===== src/hw/rtl/assert_macros.svh =====
// assertion helpers for the rtl, clocked on clk and held off during reset
`ifndef ASSERT_MACROS_SVH
`define ASSERT_MACROS_SVH

// same-cycle implication
`define ASSERT_IMPLIES(label, ante, cons, msg) \
	label: assert property (@(posedge clk) disable iff (!arst_n) (ante) |-> (cons)) \
		else $error(msg);

// next-cycle implication
`define ASSERT_NEXT(label, ante, cons, msg) \
	label: assert property (@(posedge clk) disable iff (!arst_n) (ante) |=> (cons)) \
		else $error(msg);

`endif


===== src/hw/rtl/pfjc_pkg.sv =====
// ----------------------------------------------------------------------------
// pfjc_pkg
// Codes, widths, reset values and result type of the power feed jog controller.
// ----------------------------------------------------------------------------
package pfjc_pkg;

	localparam int SPEED_W = 20;
	localparam int ACCEL_W = 24;
	localparam int STEP_W  = 16;
	localparam int ACT_W   = 4;
	localparam int DELTA_W = 8;
	localparam int CMD_W   = 3;
	localparam int ADDR_W  = 5;
	localparam int DATA_W  = 32;
	localparam int REG_W   = ADDR_W - 2;
	// product of a signed delta and an unsigned per-count step
	localparam int PROD_W  = DELTA_W + STEP_W + 1;
	// sum of a speed and the product, signed
	localparam int SUM_W   = PROD_W + 1;

	localparam logic [SPEED_W-1:0] SPEED_MAX = '1;
	localparam logic [ACCEL_W-1:0] ACCEL_MAX = '1;

	// action codes
	localparam logic [ACT_W-1:0] ACT_LEFT_ON   = 4'd0;
	localparam logic [ACT_W-1:0] ACT_LEFT_OFF  = 4'd1;
	localparam logic [ACT_W-1:0] ACT_RIGHT_ON  = 4'd2;
	localparam logic [ACT_W-1:0] ACT_RIGHT_OFF = 4'd3;
	localparam logic [ACT_W-1:0] ACT_RAPID_ON  = 4'd4;
	localparam logic [ACT_W-1:0] ACT_RAPID_OFF = 4'd5;
	localparam logic [ACT_W-1:0] ACT_ENCODER   = 4'd6;
	localparam logic [ACT_W-1:0] ACT_UNITS     = 4'd7;
	localparam logic [ACT_W-1:0] ACT_ACCEL_ON  = 4'd8;
	localparam logic [ACT_W-1:0] ACT_ACCEL_OFF = 4'd9;

	// stepper command codes
	localparam logic [CMD_W-1:0] CMD_NONE  = 3'd0;
	localparam logic [CMD_W-1:0] CMD_START = 3'd1;
	localparam logic [CMD_W-1:0] CMD_STOP  = 3'd2;
	localparam logic [CMD_W-1:0] CMD_SPEED = 3'd3;
	localparam logic [CMD_W-1:0] CMD_ACCEL = 3'd4;

	// register indexes
	localparam logic [REG_W-1:0] REG_NORMAL_INIT = 3'd0;
	localparam logic [REG_W-1:0] REG_RAPID_INIT  = 3'd1;
	localparam logic [REG_W-1:0] REG_ACCEL_INIT  = 3'd2;
	localparam logic [REG_W-1:0] REG_SPEED_STEP  = 3'd3;
	localparam logic [REG_W-1:0] REG_MIN_SPEED   = 3'd4;
	localparam logic [REG_W-1:0] REG_ACCEL_STEP  = 3'd5;

	// reset values
	localparam logic [SPEED_W-1:0] RST_NORMAL_SPEED = 20'd1000;
	localparam logic [SPEED_W-1:0] RST_RAPID_SPEED  = 20'd4000;
	localparam logic [ACCEL_W-1:0] RST_ACCEL        = 24'd1000;
	localparam logic [STEP_W-1:0]  RST_SPEED_STEP   = 16'd10;
	localparam logic [SPEED_W-1:0] RST_MIN_SPEED    = 20'd100;
	localparam logic [STEP_W-1:0]  RST_ACCEL_STEP   = 16'd100;

	typedef struct packed {
		logic [CMD_W-1:0]   command;
		logic               direction;
		logic [SPEED_W-1:0] speed_value;
		logic [ACCEL_W-1:0] accel_value;
		logic               left_on;
		logic               right_on;
		logic               rapid_on;
		logic               accel_mode_on;
		logic [SPEED_W-1:0] shown_speed;
		logic               units_pulse;
	} result_t;

endpackage


===== src/hw/rtl/power_feed_jog_controller.sv =====
// ----------------------------------------------------------------------------
// power_feed_jog_controller
// Turns table power feed switch and encoder events into stepper commands
// with a snapshot of the mode flags and the displayed speed.
// ----------------------------------------------------------------------------
//  channel  | direction | handshake          | word
//  ---------+-----------+--------------------+-------------------------------
//  in       | sink      | in_valid/in_ready  | action, encoder_delta
//  out      | source    | out_valid/out_ready| command ... units_pulse
//  apb      | sink      | psel/penable/pready| six setup registers
//
//  one word per cycle sustained while out_ready keeps up; a word taken sits in
//  the input register and moves to the result register, with out_valid high,
//  once that is free; the encoder multiply is done on the way into the input
//  register, the state update and clamps sit between input and result register
//  reset loads the register defaults into the speeds and acceleration; no
//  clearing pass
//  a stalled output holds one word and the input register holds the next
// ----------------------------------------------------------------------------
`include "assert_macros.svh"

module power_feed_jog_controller (
	input  logic                          clk,
	input  logic                          arst_n,
	// event input
	input  logic                          in_valid,
	output logic                          in_ready,
	input  logic [pfjc_pkg::ACT_W-1:0]    action,
	input  logic signed [pfjc_pkg::DELTA_W-1:0] encoder_delta,
	// result output
	output logic                          out_valid,
	input  logic                          out_ready,
	output logic [pfjc_pkg::CMD_W-1:0]    command,
	output logic                          direction,
	output logic [pfjc_pkg::SPEED_W-1:0]  speed_value,
	output logic [pfjc_pkg::ACCEL_W-1:0]  accel_value,
	output logic                          left_on,
	output logic                          right_on,
	output logic                          rapid_on,
	output logic                          accel_mode_on,
	output logic [pfjc_pkg::SPEED_W-1:0]  shown_speed,
	output logic                          units_pulse,
	// register port
	input  logic                          psel,
	input  logic                          penable,
	input  logic                          pwrite,
	input  logic [pfjc_pkg::ADDR_W-1:0]   paddr,
	input  logic [pfjc_pkg::DATA_W-1:0]   pwdata,
	output logic [pfjc_pkg::DATA_W-1:0]   prdata,
	output logic                          pready
);

	import pfjc_pkg::*;

	// setup registers
	logic [SPEED_W-1:0] normal_init_q;
	logic [SPEED_W-1:0] rapid_init_q;
	logic [ACCEL_W-1:0] accel_init_q;
	logic [STEP_W-1:0]  speed_step_q;
	logic [SPEED_W-1:0] min_speed_q;
	logic [STEP_W-1:0]  accel_step_q;

	// controller state
	logic               left_q;
	logic               right_q;
	logic               rapid_q;
	logic               accel_mode_q;
	logic [SPEED_W-1:0] normal_speed_q;
	logic [SPEED_W-1:0] rapid_speed_q;
	logic [ACCEL_W-1:0] accel_q;

	// input register
	logic                      valid_s1;
	logic [ACT_W-1:0]          action_s1;
	logic signed [PROD_W-1:0]  prod_s1;

	// result register
	logic    out_valid_q;
	result_t res_q;

	logic [REG_W-1:0] reg_idx;
	logic             cfg_wr;
	logic             advance;

	// next state and result
	logic               left_n;
	logic               right_n;
	logic               rapid_n;
	logic               accel_mode_n;
	logic [SPEED_W-1:0] normal_n;
	logic [SPEED_W-1:0] rapid_speed_n;
	logic [ACCEL_W-1:0] accel_n;
	result_t            res_n;

	logic [SPEED_W-1:0]       base_speed;
	logic signed [SUM_W-1:0]  sum_speed;
	logic [SPEED_W-1:0]       adj_speed;
	logic [ACCEL_W:0]         accel_sum;
	logic [ACCEL_W-1:0]       accel_sat;

	logic start_word;
	logic plain_word;

	assign reg_idx = paddr[ADDR_W-1:2];
	assign cfg_wr  = psel && penable && pwrite && pready;
	assign pready  = 1'b1;

	assign advance  = valid_s1 && (!out_valid_q || out_ready);
	assign in_ready = !valid_s1 || advance;

	always_comb begin
		case (reg_idx)
			REG_NORMAL_INIT: prdata = DATA_W'(normal_init_q);
			REG_RAPID_INIT:  prdata = DATA_W'(rapid_init_q);
			REG_ACCEL_INIT:  prdata = DATA_W'(accel_init_q);
			REG_SPEED_STEP:  prdata = DATA_W'(speed_step_q);
			REG_MIN_SPEED:   prdata = DATA_W'(min_speed_q);
			REG_ACCEL_STEP:  prdata = DATA_W'(accel_step_q);
			default:         prdata = '0;
		endcase
	end

	// encoder speed adjust: clamp below at the minimum, saturate at the top; acceleration step saturates at the maximum
	always_comb begin
		base_speed = rapid_q ? rapid_speed_q : normal_speed_q;
		sum_speed  = $signed({{(SUM_W-SPEED_W){1'b0}}, base_speed})
			+ {prod_s1[PROD_W-1], prod_s1};
		if (sum_speed < $signed({{(SUM_W-SPEED_W){1'b0}}, min_speed_q})) begin
			adj_speed = min_speed_q;
		end else if (sum_speed > $signed({{(SUM_W-SPEED_W){1'b0}}, SPEED_MAX})) begin
			adj_speed = SPEED_MAX;
		end else begin
			adj_speed = sum_speed[SPEED_W-1:0];
		end
		accel_sum = {1'b0, accel_q} + {{(ACCEL_W+1-STEP_W){1'b0}}, accel_step_q};
		accel_sat = accel_sum[ACCEL_W] ? ACCEL_MAX : accel_sum[ACCEL_W-1:0];
	end

	always_comb begin
		left_n        = left_q;
		right_n       = right_q;
		rapid_n       = rapid_q;
		accel_mode_n  = accel_mode_q;
		normal_n      = normal_speed_q;
		rapid_speed_n = rapid_speed_q;
		accel_n       = accel_q;
		res_n         = '0;
		res_n.command = CMD_NONE;

		if ((action_s1 == ACT_LEFT_ON || action_s1 == ACT_RIGHT_ON) && left_q && right_q) begin
			// press with both directions already set drops both
			left_n  = 1'b0;
			right_n = 1'b0;
		end else begin
			case (action_s1)
				ACT_LEFT_ON, ACT_RIGHT_ON: begin
					if (action_s1 == ACT_LEFT_ON) begin
						left_n = 1'b1;
					end else begin
						right_n = 1'b1;
					end
					if (base_speed != '0) begin
						res_n.command     = CMD_START;
						res_n.direction   = (action_s1 == ACT_RIGHT_ON);
						res_n.speed_value = base_speed;
					end
				end
				ACT_LEFT_OFF: begin
					left_n = 1'b0;
					if (!right_q) begin
						res_n.command = CMD_STOP;
					end
				end
				ACT_RIGHT_OFF: begin
					right_n = 1'b0;
					if (!left_q) begin
						res_n.command = CMD_STOP;
					end
				end
				ACT_RAPID_ON, ACT_RAPID_OFF: begin
					rapid_n = (action_s1 == ACT_RAPID_ON);
					if ((left_q || right_q)
						&& (rapid_n ? rapid_speed_q : normal_speed_q) != '0) begin
						res_n.command     = CMD_SPEED;
						res_n.speed_value = rapid_n ? rapid_speed_q : normal_speed_q;
					end
				end
				ACT_ENCODER: begin
					if (!rapid_q && accel_mode_q) begin
						accel_n           = accel_sat;
						res_n.command     = CMD_ACCEL;
						res_n.accel_value = accel_sat;
					end else begin
						if (rapid_q) begin
							rapid_speed_n = adj_speed;
						end else begin
							normal_n = adj_speed;
						end
						if ((left_q || right_q) && adj_speed != '0) begin
							res_n.command     = CMD_SPEED;
							res_n.speed_value = adj_speed;
						end
					end
				end
				ACT_UNITS: begin
					res_n.units_pulse = 1'b1;
				end
				ACT_ACCEL_ON: begin
					accel_mode_n = 1'b1;
				end
				ACT_ACCEL_OFF: begin
					accel_mode_n = 1'b0;
				end
				default: begin
				end
			endcase
		end

		res_n.left_on       = left_n;
		res_n.right_on      = right_n;
		res_n.rapid_on      = rapid_n;
		res_n.accel_mode_on = accel_mode_n;
		res_n.shown_speed   = rapid_n ? rapid_speed_n : normal_n;
	end

	always_ff @(posedge clk or negedge arst_n) begin
		if (!arst_n) begin
			normal_init_q  <= RST_NORMAL_SPEED;
			rapid_init_q   <= RST_RAPID_SPEED;
			accel_init_q   <= RST_ACCEL;
			speed_step_q   <= RST_SPEED_STEP;
			min_speed_q    <= RST_MIN_SPEED;
			accel_step_q   <= RST_ACCEL_STEP;
			left_q         <= 1'b0;
			right_q        <= 1'b0;
			rapid_q        <= 1'b0;
			accel_mode_q   <= 1'b0;
			normal_speed_q <= RST_NORMAL_SPEED;
			rapid_speed_q  <= RST_RAPID_SPEED;
			accel_q        <= RST_ACCEL;
		end else if (cfg_wr) begin
			case (reg_idx)
				REG_NORMAL_INIT: begin
					normal_init_q  <= pwdata[SPEED_W-1:0];
					normal_speed_q <= pwdata[SPEED_W-1:0];
				end
				REG_RAPID_INIT: begin
					rapid_init_q  <= pwdata[SPEED_W-1:0];
					rapid_speed_q <= pwdata[SPEED_W-1:0];
				end
				REG_ACCEL_INIT: begin
					accel_init_q <= pwdata[ACCEL_W-1:0];
					accel_q      <= pwdata[ACCEL_W-1:0];
				end
				REG_SPEED_STEP: speed_step_q <= pwdata[STEP_W-1:0];
				REG_MIN_SPEED:  min_speed_q  <= pwdata[SPEED_W-1:0];
				REG_ACCEL_STEP: accel_step_q <= pwdata[STEP_W-1:0];
				default: begin
				end
			endcase
		end else if (advance) begin
			left_q         <= left_n;
			right_q        <= right_n;
			rapid_q        <= rapid_n;
			accel_mode_q   <= accel_mode_n;
			normal_speed_q <= normal_n;
			rapid_speed_q  <= rapid_speed_n;
			accel_q        <= accel_n;
		end
	end

	always_ff @(posedge clk or negedge arst_n) begin
		if (!arst_n) begin
			valid_s1    <= 1'b0;
			out_valid_q <= 1'b0;
		end else begin
			if (in_ready) begin
				valid_s1 <= in_valid;
			end
			if (!out_valid_q || out_ready) begin
				out_valid_q <= valid_s1;
			end
		end
	end

	// payload registers
	always_ff @(posedge clk) begin
		if (in_valid && in_ready) begin
			action_s1 <= action;
			prod_s1   <= PROD_W'(encoder_delta) * PROD_W'($signed({1'b0, speed_step_q}));
		end
		if (advance) begin
			res_q <= res_n;
		end
	end

	assign out_valid     = out_valid_q;
	assign command       = res_q.command;
	assign direction     = res_q.direction;
	assign speed_value   = res_q.speed_value;
	assign accel_value   = res_q.accel_value;
	assign left_on       = res_q.left_on;
	assign right_on      = res_q.right_on;
	assign rapid_on      = res_q.rapid_on;
	assign accel_mode_on = res_q.accel_mode_on;
	assign shown_speed   = res_q.shown_speed;
	assign units_pulse   = res_q.units_pulse;

	assign start_word = out_valid_q && res_q.command == CMD_START;
	assign plain_word = out_valid_q && res_q.command != CMD_ACCEL;

	`ASSERT_IMPLIES(a_start_speed, start_word, speed_value != '0, "start with zero speed")
	`ASSERT_IMPLIES(a_start_flag, start_word, direction ? right_on : left_on, "start flag clear")
	`ASSERT_IMPLIES(a_accel_only, plain_word, accel_value == '0, "stray acceleration")
	`ASSERT_NEXT(a_hold_s1, valid_s1 && !advance, valid_s1, "stalled word dropped")

endmodule

===== config.mk =====
export PLATFORM = sky130hd
export DESIGN_NAME = power_feed_jog_controller
export DESIGN_NICKNAME = d
export VERILOG_FILES = /design/src/hw/rtl/pfjc_pkg.sv /design/src/hw/rtl/power_feed_jog_controller.sv
export VERILOG_INCLUDE_DIRS = /design/src /design/src/hw/rtl
export SDC_FILE = /design/constraint.sdc
export NUM_CORES = 1
export LEC_CHECK = 0
export BUFFER_PORTS_ARGS = -buffer_cell sky130_fd_sc_hd__buf_2
export CAP_MARGIN = 20
export CORE_AREA = 4 4 246 248
export DETAILED_ROUTE_END_ITERATION = 6
export DIE_AREA = 0 0 250 252
export GPL_TIMING_DRIVEN = 0
export PLACE_DENSITY = 0.49
export SLEW_MARGIN = 15
export SYNTH_ARGS = -nofsm -noshare
export SYNTH_HDL_FRONTEND = slang
export SYNTH_SLANG_ARGS = --single-unit

===== constraint.sdc =====
create_clock -name clk -period 9.05 [get_ports clk]
set_input_delay 0.4525 -clock clk [delete_from_list [all_inputs] [get_ports clk]]
set_output_delay 0.4525 -clock clk [all_outputs]
set_load 0.005 [all_outputs]

### Word-level counts from Yosys, hierarchy flattened

Cells that the tools add are included.

| word-level totals | value |
|---|---|
| flip-flop bits (word level) | 288 |
| logic and storage cells | 142 |
| bits of input ports | 56 |

| cells by class | value |
|---|---|
| bitwise logic cells | 5 |
| multipliers | 1 |
| mux-type cells | 49 |
| add/sub/neg operators | 2 |
| equality and inequality tests | 18 |
| magnitude comparators | 2 |
| reductions and logical operators | 38 |

Operators with widths:

| kind | count |
|---|---|
| 20-bit two-way mux | 22 |
| 24-bit two-way mux | 7 |
| 24-bit one-hot mux with 6 select lines | 1 |
| 20-bit one-hot mux with 3 select lines | 1 |
| 20-bit nonzero test | 3 |
| 21-bit by 25-bit adder with 26-bit output | 1 |
| 26-bit by 21-bit > comparator with 1-bit output (second input constant) | 1 |
| 26-bit by 21-bit less-than comparator with 1-bit output | 1 |
| 24-bit by 16-bit adder with 25-bit output | 1 |
| 8-bit by 17-bit multiplier with 25-bit output | 1 |
| 22-bit two-way mux | 1 |
| 2-bit AND reduction | 9 |
| 4-bit by 3-bit equality test with 1-bit output (second input constant) | 4 |
| 3-bit one-hot mux with 5 select lines | 1 |
| 1-bit logical AND | 9 |
| 4-bit by 2-bit equality test with 1-bit output (second input constant) | 2 |
| 4-bit equality test (second input constant) | 2 |
| 1-bit two-way mux | 8 |
| 2-bit two-way mux | 4 |
| 3-bit by 2-bit equality test with 1-bit output (second input constant) | 2 |
| 3-bit equality test (second input constant) | 2 |
| 2-bit by 1-bit != test with 1-bit output (second input constant) | 3 |
| 1-bit one-hot mux with 2 select lines | 3 |
| 2-bit nonzero test | 3 |
| 12 further kinds | 23 |

### Depth between registers and ports, before layout

| logic depth | value |
|---|---|
| depth in word-level cells | 11 |
| gate-level depth with buffers | 28 |
| depth with buffers taken out | 24 |

### Worst setup path before layout

No wires, ideal clock.

| path | value |
|---|---|
| path kind | reg-to-reg |
| from | register rapid_q |
| to | register res_q, in the netlist command[0] (data pin) |
| setup time | 0.274 ns |
| arrival time | 6.229 ns |
| clock period less this slack | 6.504 ns |
| setup slack | 2.546 ns |
| path buffers | 3 |
| required time | 8.776 ns |
| stages on the path, launching flop included | 27 |
| cells stage by stage | dfrtp_1 clkbuf_1 clkbuf_1 mux2i_1 inv_1 ha_1 fa_1 a21o_1 a221oi_1 o311ai_0 nand3_1 nand3b_1 xnor2_1 ha_1 a21oi_1 nand2_1 a2111oi_0 o21ai_0 o32a_1 nor2_1 a31oi_1 or2_1 buf_6 o22a_2 or4_1 o31ai_2 a31oi_1 |

| between the ends | value |
|---|---|
| longest elaborated chain between the ends | 10 |

RTL lines:

| what | line | source |
|---|---|---|
| start, declared | power_feed_jog_controller.sv:66 | `logic rapid_q;` |
| start signal, assigned | power_feed_jog_controller.sv:264 | `rapid_q <= rapid_n;` |
| 20-bit two-way mux | power_feed_jog_controller.sv:125 | `base_speed = rapid_q ? rapid_speed_q : normal_speed_q;` |
| 21-bit by 25-bit adder with 26-bit output | power_feed_jog_controller.sv:127 | `+ {prod_s1[PROD_W-1], prod_s1};` |
| 26-bit by 21-bit > comparator with 1-bit output | power_feed_jog_controller.sv:130 | `end else if (sum_speed > $signed({{(SUM_W-SPEED_W){1'b0}}, SPEED_MAX})) begin` |
| 20-bit two-way mux | power_feed_jog_controller.sv:130 |  |
| 20-bit two-way mux | power_feed_jog_controller.sv:128 | `if (sum_speed < $signed({{(SUM_W-SPEED_W){1'b0}}, min_speed_q})) begin` |
| 20-bit nonzero test | power_feed_jog_controller.sv:199 | `if ((left_q \|\| right_q) && adj_speed != '0) begin` |
| 1-bit logical AND | power_feed_jog_controller.sv:199 |  |
| 2-bit two-way mux | power_feed_jog_controller.sv:199 |  |
| 3-bit two-way mux | power_feed_jog_controller.sv:189 | `if (!rapid_q && accel_mode_q) begin` |
| 3-bit one-hot mux with 5 select lines (*) | power_feed_jog_controller.sv:155 | `case (action_s1)` |
| end signal, assigned | power_feed_jog_controller.sv:293 | `res_q <= res_n;` |
| end, declared | power_feed_jog_controller.sv:79 | `result_t res_q;` |

Every way passes the cells marked *; elsewhere a longest branch is shown, timed or not.
A chain may end at the register's enable or synchronous reset.

### Final worst setup path

Same ends and word-level chain as after synthesis.

==> results.md <==
- The post-route netlist has 17.8% of its cells at a drive strength greater than 1.
- The leakage power of the design is between 0.009 and 0.01 uW.
- At the pin with the least slew margin, the transition time is approximately 1.1 ns.
- The horizontal extent of the die is 250 um.
- After synthesis, the mean cell area works out to 9.97 um^2.
- At the end of the flow the core is filled with cells to 39.8%.
- Clock tree synthesis found a total of 288 sinks.
- The synthesized netlist devotes 15.6% of its cell area to adder and majority cells.
- After floorplanning, the core was sized to cover 0.0585 mm^2.
- In this run the worst hold path is classified as in2reg.
- Setup repair after global routing left no endpoint under its margin.
- After layout, the minimum clock period comes to 8.64 ns.
- The critical path is of the reg2reg type.
- The number of library cell types mapped by synthesis is 80.
- The detailed router finished its first iteration with 1392 violations.
- In this run the critical register-to-register path is launched from rapid_q$_DFFE_PN0P_.
- The run finished with clean final reports.
- Counting cells, the worst reg-to-reg path comes to 25.
- Synthesis inferred between 200 and 300 register bits.
- The terminating pin of the worst hold path is action_s1[1]$_DFFE_PP_.
- The final number of max-transition violations is 0.
- The post-layout total power is 7580 uW.
- Summing all placed instances gives a cell area of 0.0221 mm^2.
- The library cell used as clock root buffer is sky130_fd_sc_hd__clkbuf_16.
- Among all flip-flop cells after synthesis, the most frequent one is sky130_fd_sc_hd__dfrtp_1.
- The sum of negative setup slack is 0 ns.
- The setup-violating endpoint count in the final report is 0.
- The wire-length estimate of the detail-placed layout is ~54 mm.
- After the last flow step, the layout net total stands at 2480.
- The fraction of the cycle the final worst path needs is 95.5%.
- For this run, design rule violations remaining after detail routing come to 0.
- The maximum clock path buffer count is 3.
- The number of buffers created by CTS is 36.
- The initial antenna violation count is 1.
- Summing the areas of all and, or, nand and nor instances in the mapped netlist gives 12.9% of the synthesized area.
- After synthesis, the cell types taking the most area are sky130_fd_sc_hd__dfrtp_1, sky130_fd_sc_hd__edfxtp_1, sky130_fd_sc_hd__fa_1.
- The synthesized area is 0.0203 mm^2.
- The clock tree from TritonCTS is done.
- The cell count after placement is between 2000 and 3000.
- After detailed routing, the total wire length is 68.8 mm.
- Clock latency on the worst-skew pair, taken at its later pin, is 0.56 ns.
- The count of placed standard cells in the final layout, fillers left out is 3025.
- The sort of element at the end of the critical path is a register.
- For the worst setup path, the data required time is about 9.3 ns.
- Clock-pin slew was measured on the worst setup and hold paths at 0.06 ns.
- The overall routing resource usage is 21.3%.
- The upper clock frequency limit is 0.116 GHz.
- The routed layout has 16400 vias.
- After synthesis, the largest family of logic cells by area is compound AO/OA/AOI/OAI gates.
- The floorplan step set the die height to 252 um.
- The via density per instance is between 5 and 6.
- The maximum fanout along the worst path is 10.
- Port buffering added 140 buffers.
- Of the post-synthesis cell area, the part taken by muxes is approximately 8.7%.
- The data arrival time at the worst-slack endpoint is 8.90 ns.
- The number of endpoints with negative hold slack in the final report is 0.
- In this run the most critical hold path is launched from action[1].
- The xor/xnor cell area share of the yosys netlist is 2.25%.
- The worst voltage drop across the vdd grid is 0.144 mV.
- After routing the design area is 0.0233 mm^2.
- The count of nets left with antenna violations once routing finished came out at 0.
- After detailed routing, the average wire length per cell comes to 22.7 um.
- The slack of the worst reg-to-reg path is about 0.41 ns.
- The layout-stage area growth over the synthesis result is 14.9%.
- The library cell occupying the most area in the post-synthesis netlist is sky130_fd_sc_hd__dfrtp_1.
- The share of the yosys chip area belonging to registers is 38.4%.
- In this run the post-CTS setup repair buffer count came out at 0.
- The via count of the first global-routing pass was 16100.
- Counting instances, the worst hold path has a depth of 1.
- sky130_fd_sc_hd__inv_1 is the most common cell in the netlist.
- For this run, the detailed router's first-pass iteration total came to 5.
- Synthesis produced 2033 cells.
- The portion of synthesized cell area occupied by the leading cell type is 17.5%.
- The max-cap check violation count is 0.
- The H-tree was split into 2 levels.
- Entering global routing, the biggest net connects 88 pins.
- The worst setup path is launched from a register.
- The remaining global-route overflow is 0.
- The setup skew after layout is 0.0311 ns.
- The worst slew margin relative to its limit is about a quarter.
- The critical register-to-register path endpoint is command[0]$_SDFFCE_PP0P_.
- The routability-driven placement congestion ratio is 0.931.
- The number of warnings issued by yosys is 0.
- The fraction of registers with async set/reset is around 65%.
- The overall die area is 0.0630 mm^2.
- After floorplanning, the core was divided into 89 placement rows.
- On the critical path, the stage with the largest delay is an instance of sky130_fd_sc_hd__dfrtp_1.
- Summing the areas of all compound-gate instances in the mapped netlist gives 16.6% of the synthesized area.
- The global-route wire length before repair is 103 mm.
- Counting instances in the post-synthesis netlist gives the leading cell types as sky130_fd_sc_hd__inv_1, sky130_fd_sc_hd__nand2_1, sky130_fd_sc_hd__dfrtp_1, sky130_fd_sc_hd__nor2_1, sky130_fd_sc_hd__a21oi_1.
- Power spread over the standard cell area amounts to 326 mW/mm^2.
- The initial utilization of the core area, before any placement, comes to approximately a third.
- The delay of the slowest cell on the worst path is 0.72 ns.
- The number of enable flip-flop cells after synthesis is 102.
- For this design the top-level I/O count stands at 164.
==> per-layer routing <==
metal	GRT usage, %	wire length (um)	up-vias
li1	-	-	7631
met1	30.4	32000	8154
met2	33.6	31100	493
met3	3.31	3660	99
met4	6.04	2030	0
met5	0	0	-
==> cells by family after synthesis <==
family	count (synthesis)
DFF	288
buffers and inverters	285
xor gates and xnor gates	52
other	2
and+or+nand+nor	538
adders and majority gates	201
AOI/OAI and AO/OA	507
muxes	160
==> area by class of cell <==
class,count,area [um^2]
Antenna cell,1,2.50
Buffer,118,488
Clock buffer,51,1040
Clock inverter,15,169
Fill cell,5888,35200
Inverter,166,623
Multi-Input combinational cell,1467,11400
Sequential cell,288,7770
Tap cell,773,967
Timing Repair Buffer,146,813
==> report_power, final <==
group	switching, uW	internal (uW)
Sequential	322	1800
Clock	595	869
Combinational	2410	1580
==> layout by cell type (no fill, tap or decap), drive strengths merged, types with 87 or more instances in the layout <==
master and count:
o21ai 90, buf 168, nand2 154, mux2 121, edfxtp 102, nor2 133, dfrtp 142, inv 169
clkbuf 146, ha 114, a21oi 131, fa 87
==> worst max-delay path, delay by kind of cell (launching register included) <==
family	cells	cell delay (ns)
AO/OA/AOI/OAI	11	3.37
AND/OR/NAND/NOR	6	1.36
adder cells (fa/ha/maj)	3	1.01
buffers and inverters	3	0.73
flip-flops	1	0.72
multiplexers	1	0.64
XOR/XNOR	1	0.50
==> how the worst max path moves through the flow <==
stage / start / to / slack (ns) / cells after the start
2_1_floorplan: rapid_q$_DFFE_PN0P_ / command[0]$_SDFFCE_PP0P_ / 2.55 / 26
3_3_place_gp: rapid_q$_DFFE_PN0P_ / command[0]$_SDFFCE_PP0P_ / 0.12 / 26
3_5_place_dp: rapid_q$_DFFE_PN0P_ / command[0]$_SDFFCE_PP0P_ / 0.09 / 26
4_1_cts: rapid_q$_DFFE_PN0P_ / command[0]$_SDFFCE_PP0P_ / 0.08 / 26
5_1_grt: rapid_q$_DFFE_PN0P_ / command[0]$_SDFFCE_PP0P_ / 0.07 / 25
6_report: rapid_q$_DFFE_PN0P_ / command[0]$_SDFFCE_PP0P_ / 0.41 / 25
==> through the flow <==
stage	setup slack (ns)	hold WS (ns)
floorplan	2.55	0.157
global placement	0.117	0.463
detailed placement	0.0895	0.358
CTS	0.0771	0.0409
global route	0.0663	0.0474
finish	0.409	0.0709
==> flip-flops by register name, indices dropped and copies added, names as in the netlist, 3 cells and up <==
register        count
speed_value        20
rapid_init_q       20
command             3
rapid_speed_q      20
normal_speed_q     20
speed_step_q       16
action_s1           4
min_speed_q        20
accel_q            24
accel_value        24
accel_init_q       24
accel_step_q       16
shown_speed        20
normal_init_q      20
prod_s1            25
==> what timing repair did <==
action | in CTS | in global routing
hold buffers | 1 | 0
endpoints found under the hold margin | 26 | 0
setup endpoints to repair | 0 | 7
resized for setup | 0 | 2
Power figures use the tool's default switching activity.
